--- config.mk ---
export PLATFORM = sky130hd
export DESIGN_NAME = tpdp_merge
export DESIGN_NICKNAME = d
export VERILOG_FILES = /design/src/rtl/tpdp_pkg.sv /design/src/rtl/tpdp_merge.sv
export SDC_FILE = /design/constraint.sdc
export NUM_CORES = 1
export LEC_CHECK = 0
export ABC_AREA = 1
export BUFFER_PORTS_ARGS = -buffer_cell sky130_fd_sc_hd__clkbuf_2
export CAP_MARGIN = 20
export CORE_ASPECT_RATIO = 0.9
export CORE_MARGIN = 3
export CORE_UTILIZATION = 30
export DETAILED_ROUTE_END_ITERATION = 10
export PLACE_DENSITY = 0.49
export RECOVER_POWER = 50
export SLEW_MARGIN = 20
export SYNTH_ARGS = -nofsm -noshare
export SYNTH_HDL_FRONTEND = slang
export SYNTH_SLANG_ARGS = --single-unit
export TNS_END_PERCENT = 30
--- constraint.sdc ---
create_clock -name clk_i -period 11.4 [get_ports clk_i]
set_input_delay 0.57 -clock clk_i [delete_from_list [all_inputs] [get_ports clk_i]]
set_output_delay 0.57 -clock clk_i [all_outputs]
set_load 0.005 [all_outputs]
--- src/rtl/tpdp_pkg.sv ---
// ----------------------------------------------------------------------------
// tpdp_pkg
// Shared constants, types and helpers of the threshold pruned dot product.
// ----------------------------------------------------------------------------
package tpdp_pkg;

  // Default geometry, handed to the top level parameters
  localparam int LANES_DEF      = 4;
  localparam int DATA_WIDTH_DEF = 16;
  localparam int ACC_WIDTH_DEF  = 48;

  // Fixed field widths
  localparam int CNT_W  = 16;  // saturating event counters
  localparam int THR_W  = 31;  // product magnitude threshold, unsigned Q15.16
  localparam int LC_W   = 3;   // lane_count field
  localparam int PADR_W = 3;   // configuration byte address
  localparam int PDAT_W = 32;  // configuration data

  // Configuration register index, taken from paddr[2]
  typedef enum logic [0:0] {
    REG_THRESHOLD = 1'b0,
    REG_ENABLE    = 1'b1
  } reg_idx_e;

  // Per-lane classification handed from a lane to the merge tree
  typedef struct packed {
    logic used;         // lane lies below lane_count
    logic kept;         // product enters the sum
    logic zero_weight;  // weight equals zero
  } lane_flags_t;

  // Number of tree leaves: a power of two, at least two
  function automatic int tree_leaves(input int lanes);
    int n;
    n = 2;
    while (n < lanes) n = n * 2;
    return n;
  endfunction

  function automatic int max_int(input int a, input int b);
    return (a > b) ? a : b;
  endfunction

  // Add a small count to a counter, holding at all ones
  function automatic logic [CNT_W-1:0] cnt_sat_add(input logic [CNT_W-1:0] c,
                                                   input logic [CNT_W-1:0] k);
    logic [CNT_W:0] s;
    s = {1'b0, c} + {1'b0, k};
    return s[CNT_W] ? {CNT_W{1'b1}} : s[CNT_W-1:0];
  endfunction

endpackage

--- src/rtl/tpdp_merge.sv ---
// ----------------------------------------------------------------------------
// tpdp_merge
// Registered merge tree over the lanes. Each lane is a saturating add,
// x -> clamp(x + p, lo, hi); two such steps compose into one of the same
// form, so the tree folds all lanes of an item into one offset and one pair
// of clamp bounds, in lane order, plus the per-item event counts.
// ----------------------------------------------------------------------------
module tpdp_merge import tpdp_pkg::*; #(
  parameter int LANES      = LANES_DEF,
  parameter int DATA_WIDTH = DATA_WIDTH_DEF,
  parameter int ACC_WIDTH  = ACC_WIDTH_DEF,
  localparam int PROD_W    = 2 * DATA_WIDTH,
  localparam int NPOW      = tree_leaves(LANES),
  localparam int LEVELS    = $clog2(NPOW),
  localparam int SUM_W     = PROD_W + LEVELS,
  localparam int CW        = $clog2(NPOW + 1),
  localparam int NODE_W    = SUM_W + 2 * ACC_WIDTH + 3 * CW
) (
  input  logic                     clk_i,
  input  logic                     rst_ni,
  input  logic                     advance_i,
  input  logic                     in_valid_i,
  input  logic                     in_last_i,
  input  logic signed [PROD_W-1:0] prod_i  [LANES],
  input  lane_flags_t              flags_i [LANES],
  output logic [NODE_W-1:0]        root_o,
  output logic                     root_valid_o,
  output logic                     root_last_o
);

  localparam int EXT_W = max_int(ACC_WIDTH, SUM_W) + 1;
  localparam logic signed [ACC_WIDTH-1:0] ACC_HI = {1'b0, {(ACC_WIDTH-1){1'b1}}};
  localparam logic signed [ACC_WIDTH-1:0] ACC_LO = {1'b1, {(ACC_WIDTH-1){1'b0}}};

  typedef struct packed {
    logic signed [SUM_W-1:0]     s;
    logic signed [ACC_WIDTH-1:0] lo;
    logic signed [ACC_WIDTH-1:0] hi;
    logic        [CW-1:0]        pairs;
    logic        [CW-1:0]        zw;
    logic        [CW-1:0]        sp;
  } node_t;

  function automatic logic signed [ACC_WIDTH-1:0] clamp(
      input logic signed [EXT_W-1:0]     v,
      input logic signed [ACC_WIDTH-1:0] lo,
      input logic signed [ACC_WIDTH-1:0] hi);
    logic signed [ACC_WIDTH-1:0] r;
    if (v < EXT_W'(lo))      r = lo;
    else if (v > EXT_W'(hi)) r = hi;
    else                     r = ACC_WIDTH'(v);
    return r;
  endfunction

  // Apply f first, then g
  function automatic node_t compose(input node_t f, input node_t g);
    node_t r;
    r.s     = SUM_W'(f.s + g.s);
    r.lo    = clamp(EXT_W'(f.lo) + EXT_W'(g.s), g.lo, g.hi);
    r.hi    = clamp(EXT_W'(f.hi) + EXT_W'(g.s), g.lo, g.hi);
    r.pairs = CW'(f.pairs + g.pairs);
    r.zw    = CW'(f.zw + g.zw);
    r.sp    = CW'(f.sp + g.sp);
    return r;
  endfunction

  node_t leaf   [NPOW];
  node_t node_q [NPOW-1];
  logic [LEVELS-1:0] vld_q, lst_q;

  // Turn each lane into a leaf step; padding leaves pass the sum through
  for (genvar i = 0; i < NPOW; i++) begin : g_leaf
    if (i < LANES) begin : g_lane
      logic skip;
      assign skip = flags_i[i].used && !flags_i[i].kept;
      assign leaf[i].s     = (flags_i[i].used && flags_i[i].kept) ?
                             SUM_W'(prod_i[i]) : '0;
      assign leaf[i].lo    = ACC_LO;
      assign leaf[i].hi    = ACC_HI;
      assign leaf[i].pairs = CW'(flags_i[i].used);
      assign leaf[i].zw    = CW'(skip && flags_i[i].zero_weight);
      assign leaf[i].sp    = CW'(skip && !flags_i[i].zero_weight);
    end else begin : g_pad
      assign leaf[i] = '{s: '0, lo: ACC_LO, hi: ACC_HI, pairs: '0, zw: '0, sp: '0};
    end
  end

  // Fold sibling pairs, one register per tree level
  for (genvar k = 0; k < NPOW - 1; k++) begin : g_node
    node_t left, right;
    if (2 * k + 1 >= NPOW - 1) begin : g_from_leaf
      assign left  = leaf[2 * k + 1 - (NPOW - 1)];
      assign right = leaf[2 * k + 2 - (NPOW - 1)];
    end else begin : g_from_node
      assign left  = node_q[2 * k + 1];
      assign right = node_q[2 * k + 2];
    end
    always_ff @(posedge clk_i) begin
      if (advance_i) begin
        node_q[k] <= compose(left, right);
      end
    end
  end

  // Advance item valid and last marks alongside the tree
  always_ff @(posedge clk_i or negedge rst_ni) begin
    if (!rst_ni) begin
      vld_q <= '0;
      lst_q <= '0;
    end else if (advance_i) begin
      for (int j = LEVELS - 1; j > 0; j--) begin
        vld_q[j] <= vld_q[j-1];
        lst_q[j] <= lst_q[j-1];
      end
      vld_q[0] <= in_valid_i;
      lst_q[0] <= in_last_i;
    end
  end

  assign root_o       = node_q[0];
  assign root_valid_o = vld_q[LEVELS-1];
  assign root_last_o  = lst_q[LEVELS-1];

endmodule

==> insert_results.sql <==
INSERT INTO impl_metrics (metric_group, metric, value, unit) VALUES
('run_status', 'status', 'finished, violations left', ''),
('run_status', 'violated_checks', 'max-capacitance violations, max-slew violations', ''),
('drt', 'wl_per_cell', '23.2', 'µm'),
('synthesis', 'synth_ff_type', 'edfxtp_1', ''),
('clock_tree', 'htreeDepth', '2', ''),
('timing', 'fin_setup_tns', '0', 'ns'),
('setup_path', 'crit_arrival', '8.62', 'ns'),
('timing', 'finalCriticalPeriod', '8.39', 'ns'),
('synthesis', 'synth_area_leader_cell', 'edfxtp_1', ''),
('floorplanning', 'number_of_rows_in_the_core_area', '117', ''),
('synthesis', 'post_synth_num_cell_types', '44', ''),
('flow_run', 'maxCapViolCount', '5', ''),
('setup_path', 'crit_path_start_kind', 'input port', ''),
('synthesis', 'synth_async_sr_flop_share', '1.04', '%'),
('synthesis', 'synth-warning-count', '0', ''),
('synthesis', 'dominant_combinational_cell_family_by_area_after_synthesis', 'simple AND/OR/NAND/NOR gates', ''),
('synthesis', 'ys_top_cells_by_area', 'edfxtp_1, ha_1, nand2_1, inv_1, nor2_1', ''),
('synthesis', 'leading_post_synthesis_cells_by_instance_count', 'nand2_1, inv_1, nor2_1', ''),
('drt', 'route.detailed.drc', '0', ''),
('drt', 'dr.first_iter.drc_count', '3735', ''),
('global_route', 'pin_count_of_the_biggest_net_entering_global_routing', '168', ''),
('floorplanning', 'floorplan.initialDensity', '30.5', '%'),
('drt', 'antenna_left', '0', ''),
('clock_tree', 'post-cts-setup-buffers', '0', ''),
('timing', 'portion_of_the_clock_cycle_consumed_by_the_worst_path_in_the_final_layout', '73.6', '%'),
('power', 'power.leakage', '19.2', 'nW'),
('setup_path', 'worst_path_required', '11.63', 'ns'),
('finish', 'growth_of_design_area_from_synthesis_to_finish', '12.8', '%'),
('global_route', 'grt_pass1_wl', '220', 'mm'),
('setup_path', 'crit_path_max_incr_delay', '4.00', 'ns'),
('synthesis', 'synth.yosys.seq_area_share', '33.3', '%'),
('setup_path', 'highest_delay_cell_along_the_critical_path', 'clkbuf_1', ''),
('finish', 'nNetsFinal', '5621', ''),
('synthesis', 'synth_xor_xnor_area_share', '3.84', '%'),
('finish', 'layout-drive-gt1-share', '6.37', '%'),
('synthesis', 'synth.ff_latch_count', '385', ''),
('floorplanning', 'dieWidth', '365', 'µm'),
('placement', 'portBuffers', '285', ''),
('power', 'powerDensity', '175', 'nW/µm²'),
('timing', 'grt_setup_unrepaired', 'no', ''),
('placement', 'placed_cells_incl_taps', '6514', ''),
('placement', 'dpl_cell_area', '37800', 'µm²'),
('finish', 'nFillCells', '12500', ''),
('finish', 'diodes', '0', ''),
('synthesis', 'edff_count_synth', '381', ''),
('synthesis', 'synth_area_per_cell', '7.25', 'µm²'),
('setup_path', 'worstRegToRegCells', '20', ''),
('min_path', 'worst_hold_path.num_cells', '3', ''),
('synthesis', 'synth.area.mux_share', '0', '%'),
('drt', 'firstDrtPassIters', '8', ''),
('finish', 'total_area_of_multi_input_combinational_cells', '20000', 'µm²'),
('floorplanning', 'placeableCoreArea', '114000', 'µm²'),
('timing', 'finalClockSkew', '0.0372', 'ns'),
('floorplanning', 'dieHeight', '329', 'µm'),
('synthesis', 'syn-instance-count', '4788', ''),
('clock_tree', 'cts.root.buffer_cell', 'clkbuf_16', ''),
('clock_tree', 'clkSlewWorstSetupHoldPaths', '0.05', 'ns'),
('min_path', 'destination_of_the_worst_hold_path', 'vld_q[0]', ''),
('drt', 'vias_per_cell', '5.14', ''),
('timing', 'number_of_failing_setup_endpoints_in_the_final_timing_report', '0', ''),
('clock_tree', 'cts_inserted_buffers', '50', ''),
('setup_path', 'r2r_end', 'node_q[0][102]', ''),
('timing', 'slew_headroom', '-288', '%'),
('synthesis', 'synth_simple_gate_area_share', '29.3', '%'),
('global_route', 'global_route.overflow_total', '0', ''),
('timing', 'slew_violations', '392', ''),
('synthesis', 'synth-adder-area-share', '14.4', '%'),
('placement', 'place.detailed.hpwl', '128', 'mm'),
('setup_path', 'path_class', 'in -> reg', ''),
('power', 'totalPowerFinal', '6.86', 'mW'),
('placement', 'place_congestion', '0.995', '');
==> state kept, by name, summed over array words and instances, names as in the netlist <==
name	count
vld_q	2
lst_q	2
node_q	381
==> how the worst max path moves through the flow <==
stage / start / to / cells after the start
finish: advance_i / node_q[0][393] / 3
global route: advance_i / node_q[0][393] / 3
CTS: node_q[0][383] / node_q[0][102] / 25
detailed placement: node_q[0][383] / node_q[0][102] / 25
global placement: node_q[0][396] / node_q[0][92] / 20
floorplan: node_q[0][383] / node_q[0][100] / 26
==> routing by layer <==
layer  track usage [%]  part of all wire (%)  vias up  wire, µm
li1                  -                     -    16400         -
met1              37.6                    48    16100     73700
met2              38.0                    43     1327     65300
met3              2.86                   7.1      133     10900
met4              5.61                   2.1        0      3200
met5                 0                     0        -         0
==> cells by family after synthesis <==
family                   after synthesis
AO/OA/AOI/OAI                        648
XOR/XNOR                             152
adder cells (fa/ha/maj)              395
buffers and inverters                795
flip-flops                           385
other                                  2
AND/OR/NAND/NOR                     2411
==> stage by stage <==
| step | setup WS (ns) | util (%) | hold WS [ns] |
|---|---|---|---|
| 6_report | 3.01 | 34.4 | 0.152 |
| 5_1_grt | 2.35 | 34.4 | 0.178 |
| 4_1_cts | 5.05 | 34.7 | 0.108 |
| 3_5_place_dp | 5.04 | 33.2 | 0.384 |
| 3_3_place_gp | 5.11 | 33.2 | 0.382 |
| 2_1_floorplan | 7.28 | - | 0.274 |
==> layout by cell type, fill, tap and decap left out, drive strengths merged, types with 42 or more instances in the layout <==
cell,n
nand3,398
clkbuf,349
inv,715
a21oi,304
edfxtp,381
o21ai,208
nor2,589
ha,387
nand4,61
nor3,42
nand2,1290
xor2,132
==> report_power, final <==
group,switching (mW),internal (mW),total [mW]
logic,2.22,0.907,3.12
registers,0.177,1.93,2.10
clock network,0.661,0.975,1.64
==> final cells by class <==
cell class,instances,share of cell area [%]
Clock buffer,65,3.47
Sequential cell,385,29.5
Inverter,713,6.83
Clock inverter,27,0.770
Timing Repair Buffer,305,3.69
Tap cell,1487,4.75
Multi-Input combinational cell,3626,51.0
==> worst max-delay path, delay by kind of cell <==
kind	cells	cell delay, ns
buffers and inverters	3	7.86
==> repair_timing <==
action                                 4_1_cts  5_1_grt
hold buffers                                 1        0
setup endpoints to repair                    0        0
endpoints found under the hold margin        4        0
No activity file was read; power rests on OpenSTA's default activity.
