$ cat config.mk
export PLATFORM = sky130hd
export DESIGN_NAME = tpdp_lane
export DESIGN_NICKNAME = d
export VERILOG_FILES = /design/src/rtl/tpdp_pkg.sv /design/src/rtl/tpdp_lane.sv
export SDC_FILE = /design/constraint.sdc
export NUM_CORES = 1
export LEC_CHECK = 0
export BUFFER_PORTS_ARGS = -buffer_cell sky130_fd_sc_hd__buf_4
export CAP_MARGIN = 25
export CORE_MARGIN = 5
export CORE_UTILIZATION = 55
export CTS_BUF_LIST = sky130_fd_sc_hd__clkbuf_8
export CTS_CLUSTER_DIAMETER = 200
export DETAILED_ROUTE_END_ITERATION = 8
export PLACE_DENSITY = 0.81
export SYNTH_ARGS = -nofsm -noshare
export SYNTH_HDL_FRONTEND = slang
export SYNTH_SLANG_ARGS = --single-unit
$ cat constraint.sdc
create_clock -name clk_i -period 12.5 [get_ports clk_i]
set_input_delay 1.875 -clock clk_i [delete_from_list [all_inputs] [get_ports clk_i]]
set_output_delay 1.875 -clock clk_i [all_outputs]
set_load 0.03 [all_outputs]
$ cat src/rtl/tpdp_pkg.sv
// ----------------------------------------------------------------------------
// tpdp_pkg
// Shared constants, types and helpers of the threshold pruned dot product.
// ----------------------------------------------------------------------------
package tpdp_pkg;

  // Default geometry, handed to the top level parameters
  localparam int LANES_DEF      = 4;
  localparam int DATA_WIDTH_DEF = 16;
  localparam int ACC_WIDTH_DEF  = 48;

  // Fixed field widths
  localparam int CNT_W  = 16;  // saturating event counters
  localparam int THR_W  = 31;  // product magnitude threshold, unsigned Q15.16
  localparam int LC_W   = 3;   // lane_count field
  localparam int PADR_W = 3;   // configuration byte address
  localparam int PDAT_W = 32;  // configuration data

  // Configuration register index, taken from paddr[2]
  typedef enum logic [0:0] {
    REG_THRESHOLD = 1'b0,
    REG_ENABLE    = 1'b1
  } reg_idx_e;

  // Per-lane classification handed from a lane to the merge tree
  typedef struct packed {
    logic used;         // lane lies below lane_count
    logic kept;         // product enters the sum
    logic zero_weight;  // weight equals zero
  } lane_flags_t;

  // Number of tree leaves: a power of two, at least two
  function automatic int tree_leaves(input int lanes);
    int n;
    n = 2;
    while (n < lanes) n = n * 2;
    return n;
  endfunction

  function automatic int max_int(input int a, input int b);
    return (a > b) ? a : b;
  endfunction

  // Add a small count to a counter, holding at all ones
  function automatic logic [CNT_W-1:0] cnt_sat_add(input logic [CNT_W-1:0] c,
                                                   input logic [CNT_W-1:0] k);
    logic [CNT_W:0] s;
    s = {1'b0, c} + {1'b0, k};
    return s[CNT_W] ? {CNT_W{1'b1}} : s[CNT_W-1:0];
  endfunction

endpackage

$ cat src/rtl/tpdp_lane.sv
// ----------------------------------------------------------------------------
// tpdp_lane
// One multiply lane: registered product of one activation/weight pair and
// its pruning decision against the magnitude threshold.
// ----------------------------------------------------------------------------
module tpdp_lane import tpdp_pkg::*; #(
  parameter int DATA_WIDTH = DATA_WIDTH_DEF
) (
  input  logic                           clk_i,
  input  logic                           advance_i,
  input  logic                           used_i,
  input  logic signed [DATA_WIDTH-1:0]   act_i,
  input  logic signed [DATA_WIDTH-1:0]   weight_i,
  input  logic        [THR_W-1:0]        threshold_i,
  input  logic                           prune_en_i,
  output logic signed [2*DATA_WIDTH-1:0] prod_o,
  output lane_flags_t                    flags_o
);

  localparam int PROD_W = 2 * DATA_WIDTH;
  localparam int CMP_W  = max_int(PROD_W, THR_W);

  logic signed [PROD_W-1:0] prod_d, prod_q;
  logic        [PROD_W-1:0] mag;
  lane_flags_t              flags_d, flags_q;

  // Multiply and classify
  always_comb begin
    prod_d = PROD_W'(act_i) * PROD_W'(weight_i);
    mag    = prod_d[PROD_W-1] ? PROD_W'(-prod_d) : PROD_W'(prod_d);
    flags_d.used        = used_i;
    flags_d.zero_weight = (weight_i == '0);
    flags_d.kept        = !prune_en_i ||
                          ((act_i != '0) && (CMP_W'(mag) > CMP_W'(threshold_i)));
  end

  // Hold the product stage
  always_ff @(posedge clk_i) begin
    if (advance_i) begin
      prod_q  <= prod_d;
      flags_q <= flags_d;
    end
  end

  assign prod_o  = prod_q;
  assign flags_o = flags_q;

endmodule

==> run_results.csv, run 1 <==
group,metric,value,unit
outcome,status,"completed",
min_path,min_path_cells,1,
route,drt_wl_total,29100,um
worst_setup_path,crit_path_start,"act_i[15]",
synth,synth_edf_count,35,
route,drt_iter0_markers,550,
sta,slew_headroom,38.8,%
clock_network,clkTransAtPathRegs,70,ps
route,wl_per_cell,16.8,um
layout,layout-drive-gt1-share,8.57,%
clock_network,cts_buffer_depth,2,
floorplan,die_h,161,um
route,dr.pass1.iters,5,
min_path,min_path_type,"in2reg",
grt,antenna_found_initial,1,
worst_setup_path,crit_path_end_kind,"flip-flop",
worst_setup_path,crit_type,"in2reg",
worst_setup_path,startpoint_type,"primary input",
worst_setup_path,cpPeakStageDelay,780,ps
layout,finish.net_count,1889,
floorplan,dieArea,26100,um2
sta,max_freq,92.5,MHz
layout,antenna_cells,0,
route,drc,0,
synth,synthDistinctLibCells,60,
synth,synth_top_area_share,41.6,%
sta,drv_slew,0,
worst_setup_path,arrival,10830,ps
route,ant_nets,0,
synth,yosysMostFrequentCell,"inv_1",
floorplan,pin_count,102,
route,dr_total_vias,9598,
sta,finalCritPeriodShare,86.5,%
floorplan,die_x,161,um
synth,netlist_area,12600,um2
worst_setup_path,crit_slowest_cell,"fa_1",
flow_run,cap_viol_max_count,0,
floorplan,start_util,55.7,%
floorplan,coreArea,22600,um2
synth,syn_area_per_cell,9.15,um2
sta,finalSetupTns,0,ps
clock_network,ctsResizeCount,0,
sta,rsz0062_at_grt,"no",
clock_network,htreeDepth,2,
synth,yosys_warnings,0,
clock_network,cts_buffers,5,
place,hpwlAfterDp,24800,um
clock_network,cts_sinks,35,
grt,first_global_vias,10400,
grt,overflow,0,
route,avgViaCountPerCell,5.54,
synth,async_reset_ff_share,0,%
synth,mappedNetlistNets,1823,
worst_setup_path,crit_fanout,29,
floorplan,rows,55,
synth,yosys.area.top_type,"fa_1",
worst_setup_path,crit_required,12510,ps
clock_network,cts_tree,"built",
clock_network,post_cts_buffers,0,
layout,area.growth.synth_to_final,8.17,%
worst_setup_path,critPathCapture,"flags_o[1]",
sta,setup_viol,0,
synth,synth_area_leaders,"fa_1 42%, ha_1 11%, inv_1 10%, edfxtp_1 8.3%, and2_1 6.1%",
synth,ys_seq_area_share,8.33,%
place,port_buffers,101,
synth,synth-main-ff-cell,"edfxtp_1",
worst_setup_path,path_common_cell,"fa_1",
synth,synthCells,1380,
sta,max_slew.worst_pin.slew,909,ps
place,routabilityCongestion,0.926,
synth,yosys-top-cells-count,"341 x inv_1, 262 x fa_1, 151 x nand2_1",
grt,grt_max_degree,36,
synth,ys_ff_latch,35,
clock_network,ctsHoldBuffers,0,
sta,finalHoldViolCount,0,
sta,fin_crit,10810,ps
grt,grt_pass1_wl,48500,um
grt,grt_usage,22.8,%
clock_network,clockRootBuffer,"clkbuf_8",
layout,n_fill_cell,1923,
[routing by layer]
| metal | vias up | track usage, % | wire length [um] |
|---|---|---|---|
| met3 | 70 | 2.65 | 1630 |
| met1 | 4880 | 26.8 | 10600 |
| li1 | 4320 | - | - |
| met5 | - | 0 | 11 |
| met2 | 326 | 42.1 | 15600 |
| met4 | 2 | 9.42 | 1220 |
[cells in the final DEF (no fill, tap or decap), types with 3 or more instances in the layout]
cell / synthesis / routed
ha_1: 114 / 114
a311oi_1: 4 / 4
o41ai_1: 4 / 4
or2_2: 6 / 6
a31oi_1: 3 / 3
nor4_1: 13 / 13
nor3_1: 6 / 6
edfxtp_1: 35 / 35
buf_4: 0 / 101
nor2_1: 39 / 39
inv_1: 341 / 343
a21o_1: 15 / 15
or4_1: 3 / 3
a21oi_1: 30 / 30
and2_1: 123 / 123
nand4_1: 8 / 8
nand2_1: 151 / 151
o21a_1: 4 / 4
xnor2_1: 52 / 52
o31ai_1: 7 / 7
clkbuf_8: 0 / 5
fa_1: 262 / 262
nor2b_1: 9 / 9
nand2b_1: 14 / 14
o21ai_0: 30 / 30
xor2_1: 12 / 12
a211oi_1: 4 / 4
and3_1: 5 / 5
nand3_1: 7 / 7
[worst min path at each step]
stage,start,to
2_1_floorplan,used_i,flags_o[2]
4_1_cts,used_i,flags_o[2]
3_5_place_dp,used_i,flags_o[2]
6_report,used_i,flags_o[2]
3_3_place_gp,used_i,flags_o[2]
5_1_grt,used_i,flags_o[2]
[cell type report]
class | count | area, um2 | share of cell area, %
clock inverter | 3 | 12.5 | 0.0917
tap | 285 | 357 | 2.61
inverter | 341 | 1280 | 9.38
multi-input combinational | 962 | 10100 | 74.2
sequential | 35 | 1050 | 7.70
clock buffer | 5 | 68.8 | 0.504
timing repair buffer | 101 | 758 | 5.55
[critical path: cells and delay by family]
kind | cells | cell delay, ps
fa+ha+maj | 8 | 4050
compound gates | 13 | 2470
buf+inv | 5 | 1210
simple gates | 6 | 870
xor+xnor | 2 | 350
[stage by stage]
| stage | cell area [um2] | utilization (%) | instances | hold slack (ps) | setup slack (ps) |
|---|---|---|---|---|---|
| after floorplan | 12600 | - | 1380 | 1970 | 2300 |
| after global placement | 13600 | 59.9 | 1724 | 2060 | 1780 |
| after detailed placement | 13600 | 59.9 | 1724 | 2060 | 1430 |
| after CTS | 13700 | 60.3 | 1732 | 1750 | 1690 |
| after global routing | 13700 | 60.3 | 1732 | 1750 | 1010 |
| final | 13700 | 60.3 | 1732 | 1760 | 1690 |
[flip-flops by register name, summed over array words and instances (netlist names)]
signal   cells
prod_o      32
flags_o      3
[cell families after synthesis]
family,synth area share [%]
simple gates,16.2
fa+ha+maj,52.9
buf+inv,11.5
xor+xnor,4.57
mux,0.0793
flops,8.33
compound gates,6.53
Power of run 1 is not shown: default switching activity piles up to over one toggle a cycle in this logic, so the estimate is an artifact.
==> run 2, diff against run 1 <==
--- a/config.mk
+++ b/config.mk
@@ -5,6 +5,7 @@
 export SDC_FILE = /design/constraint.sdc
 export NUM_CORES = 1
 export LEC_CHECK = 0
+export ABC_AREA = 1
 export BUFFER_PORTS_ARGS = -buffer_cell sky130_fd_sc_hd__buf_4
 export CAP_MARGIN = 25
 export CORE_MARGIN = 5
==> run_results.csv, run 2 <==
group,metric,value,unit
outcome,status,"completed",
layout,finish.net_count,2187,
worst_setup_path,crit_required,12670,ps
place,hpwlAfterDp,27100,um
sta,finalHoldViolCount,0,
place,place_inst,2056,
synth,synthDistinctLibCells,40,
worst_setup_path,cpPeakStageDelay,750,ps
route,top_layer,"met4",
min_path,min_path_cells,1,
sta,finalCritPeriodShare,79.0,%
floorplan,die_h,165,um
route,dr_wl_met2,16600,um
sta,max_freq,101,MHz
synth,mappedNetlistNets,2146,
route,wl_per_cell,15.4,um
layout,layout-drive-gt1-share,7.63,%
worst_setup_path,crit_slowest_cell,"fa_1",
synth,yosys_warnings,0,
worst_setup_path,crit_buf_inv,6,
grt,grt_pass1_wl,54000,um
min_path,min_path_type,"in2reg",
synth,yosysMostFrequentCell,"inv_1",
route,dr.pass1.iters,7,
layout,antenna_cells,0,
worst_setup_path,arrival,10050,ps
clock_network,cts_buffer_depth,2,
layout,stdcell_count,2063,
synth,syn_area_per_cell,7.77,um2
worst_setup_path,crit_path_end_kind,"flip-flop",
floorplan,start_util,56.1,%
route,avgViaCountPerCell,5.20,
worst_setup_path,cpLargestDelayFamily,"adder cells",
route,ant_nets,0,
grt,grt_usage,24.7,%
synth,netlist_area,13200,um2
route,wl_met3,1730,um
sta,finalSetupTns,0,ps
grt,overflow,0,
sta,fin_crit,9880,ps
grt,first_global_vias,11900,
synth,synth_edf_count,35,
min_path,hold_start,"used_i",
sta,max_slew.worst_pin.slew,619,ps
synth,yosys-top-cells-count,"527 x inv_1, 384 x nand2_1, 262 x fa_1",
synth,ys_seq_area_share,7.94,%
place,port_buffers,101,
layout,area.growth.synth_to_final,7.40,%
route,dr_total_vias,10700,
min_path,min_to,"flags_o[2]",
clock_network,cts_tree,"built",
sta,setup_viol,0,
worst_setup_path,path_common_cell,"nand2_1",
clock_network,clkTransAtPathRegs,70,ps
sta,drv_slew,0,
synth,yosys.area.top_type,"fa_1",
synth,synth-main-ff-cell,"edfxtp_1",
synth,synthCells,1703,
clock_network,post_cts_buffers,0,
floorplan,rows,56,
clock_network,cts_buffers,5,
clock_network,htreeDepth,2,
worst_setup_path,crit_type,"in2reg",
sta,slew_headroom,58.5,%
sta,rsz0062_at_grt,"no",
clock_network,ctsHoldBuffers,0,
synth,ys_ff_latch,35,
synth,async_reset_ff_share,0,%
layout,largest_register_ffs,32,
floorplan,pin_count,102,
worst_setup_path,crit_fanout,23,
floorplan,dieArea,27300,um2
route,met1Wirelength,12200,um
synth,synth_area_leaders,"fa_1 40%, inv_1 15%, nand2_1 11%, ha_1 11%, edfxtp_1 7.9%",
clock_network,clockRootBuffer,"clkbuf_8",
synth,synth_top_area_share,39.6,%
layout,final_cell_mix,"527 x inv_1, 384 x nand2_1, 262 x fa_1, 114 x ha_1, 101 x buf_4",
flow_run,cap_viol_max_count,0,
route,drc,0,
route,drt_wl_total,31800,um
grt,antenna_found_initial,0,
clock_network,cts_sinks,35,
route,drt_iter0_markers,730,
floorplan,die_x,165,um
clock_network,ctsResizeCount,0,
grt,grt_max_degree,36,
layout,n_fill_cell,2127,
worst_setup_path,startpoint_type,"primary input",
floorplan,coreArea,23600,um2
place,routabilityCongestion,0.915,
layout,mostFrequentLayoutCell,"inv_1",
## run 2: changes by cell type in the layout (fill, tap and decap cells not counted), sizes merged, moves of 10 or more
cell and delta:
nand2 +238, inv +185, a21o -13, nand2b -14, a21oi +22, and2 -123, nor2 +40, xor2 +25
nand3 +21, xnor2 -37, nand4 +10
## run 2: final cells by class
cell class                      instances  area [um2]  area share (%)
Clock buffer                            5        68.8           0.484
Inverter                              528        1980            13.9
Multi-Input combinational cell       1073        9950            70.0
Tap cell                              319         399            2.81
Clock inverter                          2        8.76          0.0616
Sequential cell                        35        1050            7.39
Timing Repair Buffer                  101         758            5.33
## run 2: kinds of logic after synthesis
| family | synth area share [%] |
|---|---|
| adder cells (fa/ha/maj) | 50.4 |
| buffers and inverters | 16.9 |
| AO/OA/AOI/OAI | 4.07 |
| flip-flops | 7.94 |
| XOR/XNOR | 3.62 |
| AND/OR/NAND/NOR | 17.1 |
## run 2: per-stage QoR
step	hold slack, ps	area, um2	utilization, %	setup slack (ps)
after floorplan	1970	13200	-	3450
after global placement	2060	14100	59.9	2790
after detailed placement	2060	14100	59.9	2410
after CTS	1740	14200	60.2	2720
after global routing	1750	14200	60.2	2040
final	1750	14200	60.2	2620
## run 2: worst max path at each step
stage / start / end / slack (ps) / cells after the start
3_3_place_gp: weight_i[1] / flags_o[1] / 2790 / 38
5_1_grt: act_i[15] / flags_o[1] / 2040 / 38
3_5_place_dp: act_i[15] / flags_o[1] / 2410 / 37
6_report: act_i[15] / flags_o[1] / 2620 / 38
4_1_cts: act_i[15] / flags_o[1] / 2720 / 37
2_1_floorplan: act_i[7] / flags_o[1] / 3450 / 43
## run 2: routing by layer
metal | track usage (%) | vias to the layer above
li1 | - | 4966
met2 | 45.3 | 373
met5 | 0 | -
met4 | 8.58 | 0
met1 | 30.1 | 5285
met3 | 2.80 | 99
Power of run 2 is left out for the same reason.
==> run 3, diff against run 2 <==
--- a/config.mk
+++ b/config.mk
@@ -13,7 +13,7 @@
 export CTS_BUF_LIST = sky130_fd_sc_hd__clkbuf_8
 export CTS_CLUSTER_DIAMETER = 200
 export DETAILED_ROUTE_END_ITERATION = 8
-export PLACE_DENSITY = 0.81
+export PLACE_DENSITY = 0.84
 export SYNTH_ARGS = -nofsm -noshare
 export SYNTH_HDL_FRONTEND = slang
 export SYNTH_SLANG_ARGS = --single-unit
==> constraint.sdc (replaced) <==
create_clock -name clk_i -period 8.6 [get_ports clk_i]
set_input_delay 1.29 -clock clk_i [delete_from_list [all_inputs] [get_ports clk_i]]
set_output_delay 1.29 -clock clk_i [all_outputs]
set_load 0.03 [all_outputs]
==> run_results.csv, run 3 (synthesized netlist as in run 2, its figures left out) <==
group,metric,value,unit
layout,area.growth.synth_to_final,12.6,%
route,ant_nets,0,
route,drc,0,
worst_setup_path,startpoint_type,"primary input",
layout,antenna_cells,0,
grt,grt_usage,24.8,%
worst_setup_path,crit_path_end_kind,"flip-flop",
clock_network,cts_buffer_depth,2,
worst_setup_path,crit_slowest_cell,"fa_1",
worst_setup_path,path_common_cell,"nand2_1",
flow_run,cap_viol_max_count,0,
sta,finalHoldViolCount,0,
floorplan,die_h,165,um
clock_network,ctsHoldBuffers,0,
layout,layout-drive-gt1-share,12.7,%
worst_setup_path,cpPeakStageDelay,570,ps
clock_network,cts_tree,"built",
route,wl_per_cell,15.4,um
place,port_buffers,101,
worst_setup_path,crit_required,8790,ps
grt,grt_max_degree,36,
layout,finish.net_count,2236,
clock_network,cts_buffers,5,
sta,drv_slew,0,
grt,grt_pass1_wl,54200,um
clock_network,htreeDepth,2,
worst_setup_path,crit_type,"in2reg",
worst_setup_path,crit_fanout,12,
route,drt_wl_total,32500,um
floorplan,rows,56,
sta,setup_viol,0,
layout,largest_register_ffs,32,
sta,max_slew.worst_pin.slew,524,ps
floorplan,start_util,56.1,%
layout,final_cell_mix,"525 x inv_1, 376 x nand2_1, 258 x fa_1, 139 x buf_4, 106 x ha_1",
floorplan,die_x,165,um
clock_network,clockRootBuffer,"clkbuf_8",
route,dr.pass1.iters,7,
clock_network,clkTransAtPathRegs,90,ps
clock_network,cts_sinks,35,
sta,slew_headroom,64.8,%
outcome,status,"completed",
floorplan,pin_count,102,
place,routabilityCongestion,0.913,
grt,antenna_found_initial,0,
route,drt_iter0_markers,906,
floorplan,coreArea,23600,um2
min_path,hold_start,"used_i",
route,avgViaCountPerCell,5.17,
grt,overflow,0,
min_path,min_to,"flags_o[2]",
min_path,min_path_cells,1,
sta,fin_crit,8230,ps
sta,max_freq,122,MHz
worst_setup_path,arrival,8410,ps
layout,mostFrequentLayoutCell,"inv_1",
grt,first_global_vias,11900,
floorplan,dieArea,27300,um2
place,hpwlAfterDp,27900,um
sta,finalCritPeriodShare,95.7,%
route,dr_total_vias,10900,
sta,finalSetupTns,0,ps
min_path,min_path_type,"in2reg",
[run 3: critical path: cells and delay by family]
| family | cells | cell delay [ps] |
|---|---|---|
| buffers and inverters | 11 | 930 |
| AOI/OAI and AO/OA | 5 | 640 |
| adders and majority gates | 8 | 3310 |
| xor gates and xnor gates | 1 | 190 |
| and+or+nand+nor | 21 | 2050 |
[run 3: worst max-delay path by stage]
stage / end / depth (start not counted) / slack (ps) / from
global placement: flags_o[1] / 37 / -70 / act_i[9]
CTS: flags_o[1] / 38 / 30 / weight_i[7]
global route: flags_o[1] / 46 / -10 / weight_i[1]
floorplan: flags_o[1] / 43 / 130 / act_i[7]
finish: flags_o[1] / 46 / 370 / weight_i[1]
detailed placement: flags_o[1] / 38 / -210 / weight_i[7]
[run 3: routing by layer]
metal | global-route usage [%] | vias up | share of wire, %
met5 | 0 | - | 0
met4 | 8.70 | 0 | 3.6
met3 | 3.00 | 101 | 6.6
met2 | 45.0 | 432 | 51
met1 | 30.3 | 5331 | 38
li1 | - | 5070 | -
[run 3: repair_timing]
item                                   CTS  global route
endpoints found under the hold margin    0             0
resized for setup                        0            68
buffers inserted                         0             6
setup endpoints to repair                0             1
[run 3: per-stage QoR]
step,hold slack (ps),cell area [um2],util [%],std cells,worst slack [ps]
floorplan,1390,13200,-,1703,134
global placement,1470,14500,61.3,2099,-70.2
global route,1170,14900,63.1,2113,-15.0
detailed placement,1490,14500,61.3,2099,-214
finish,1180,14900,63.1,2113,374
CTS,1180,14600,61.8,2107,30.1
[run 3: area by class of cell]
class	count	area, um2
multi-input combinational	1073	10200
fill	1938	8700
inverter	528	1990
timing repair buffer	150	1180
sequential	35	1050
tap	319	399
clock buffer	5	68.8
clock inverter	3	38.8
Power of run 3 is left out for the same reason.
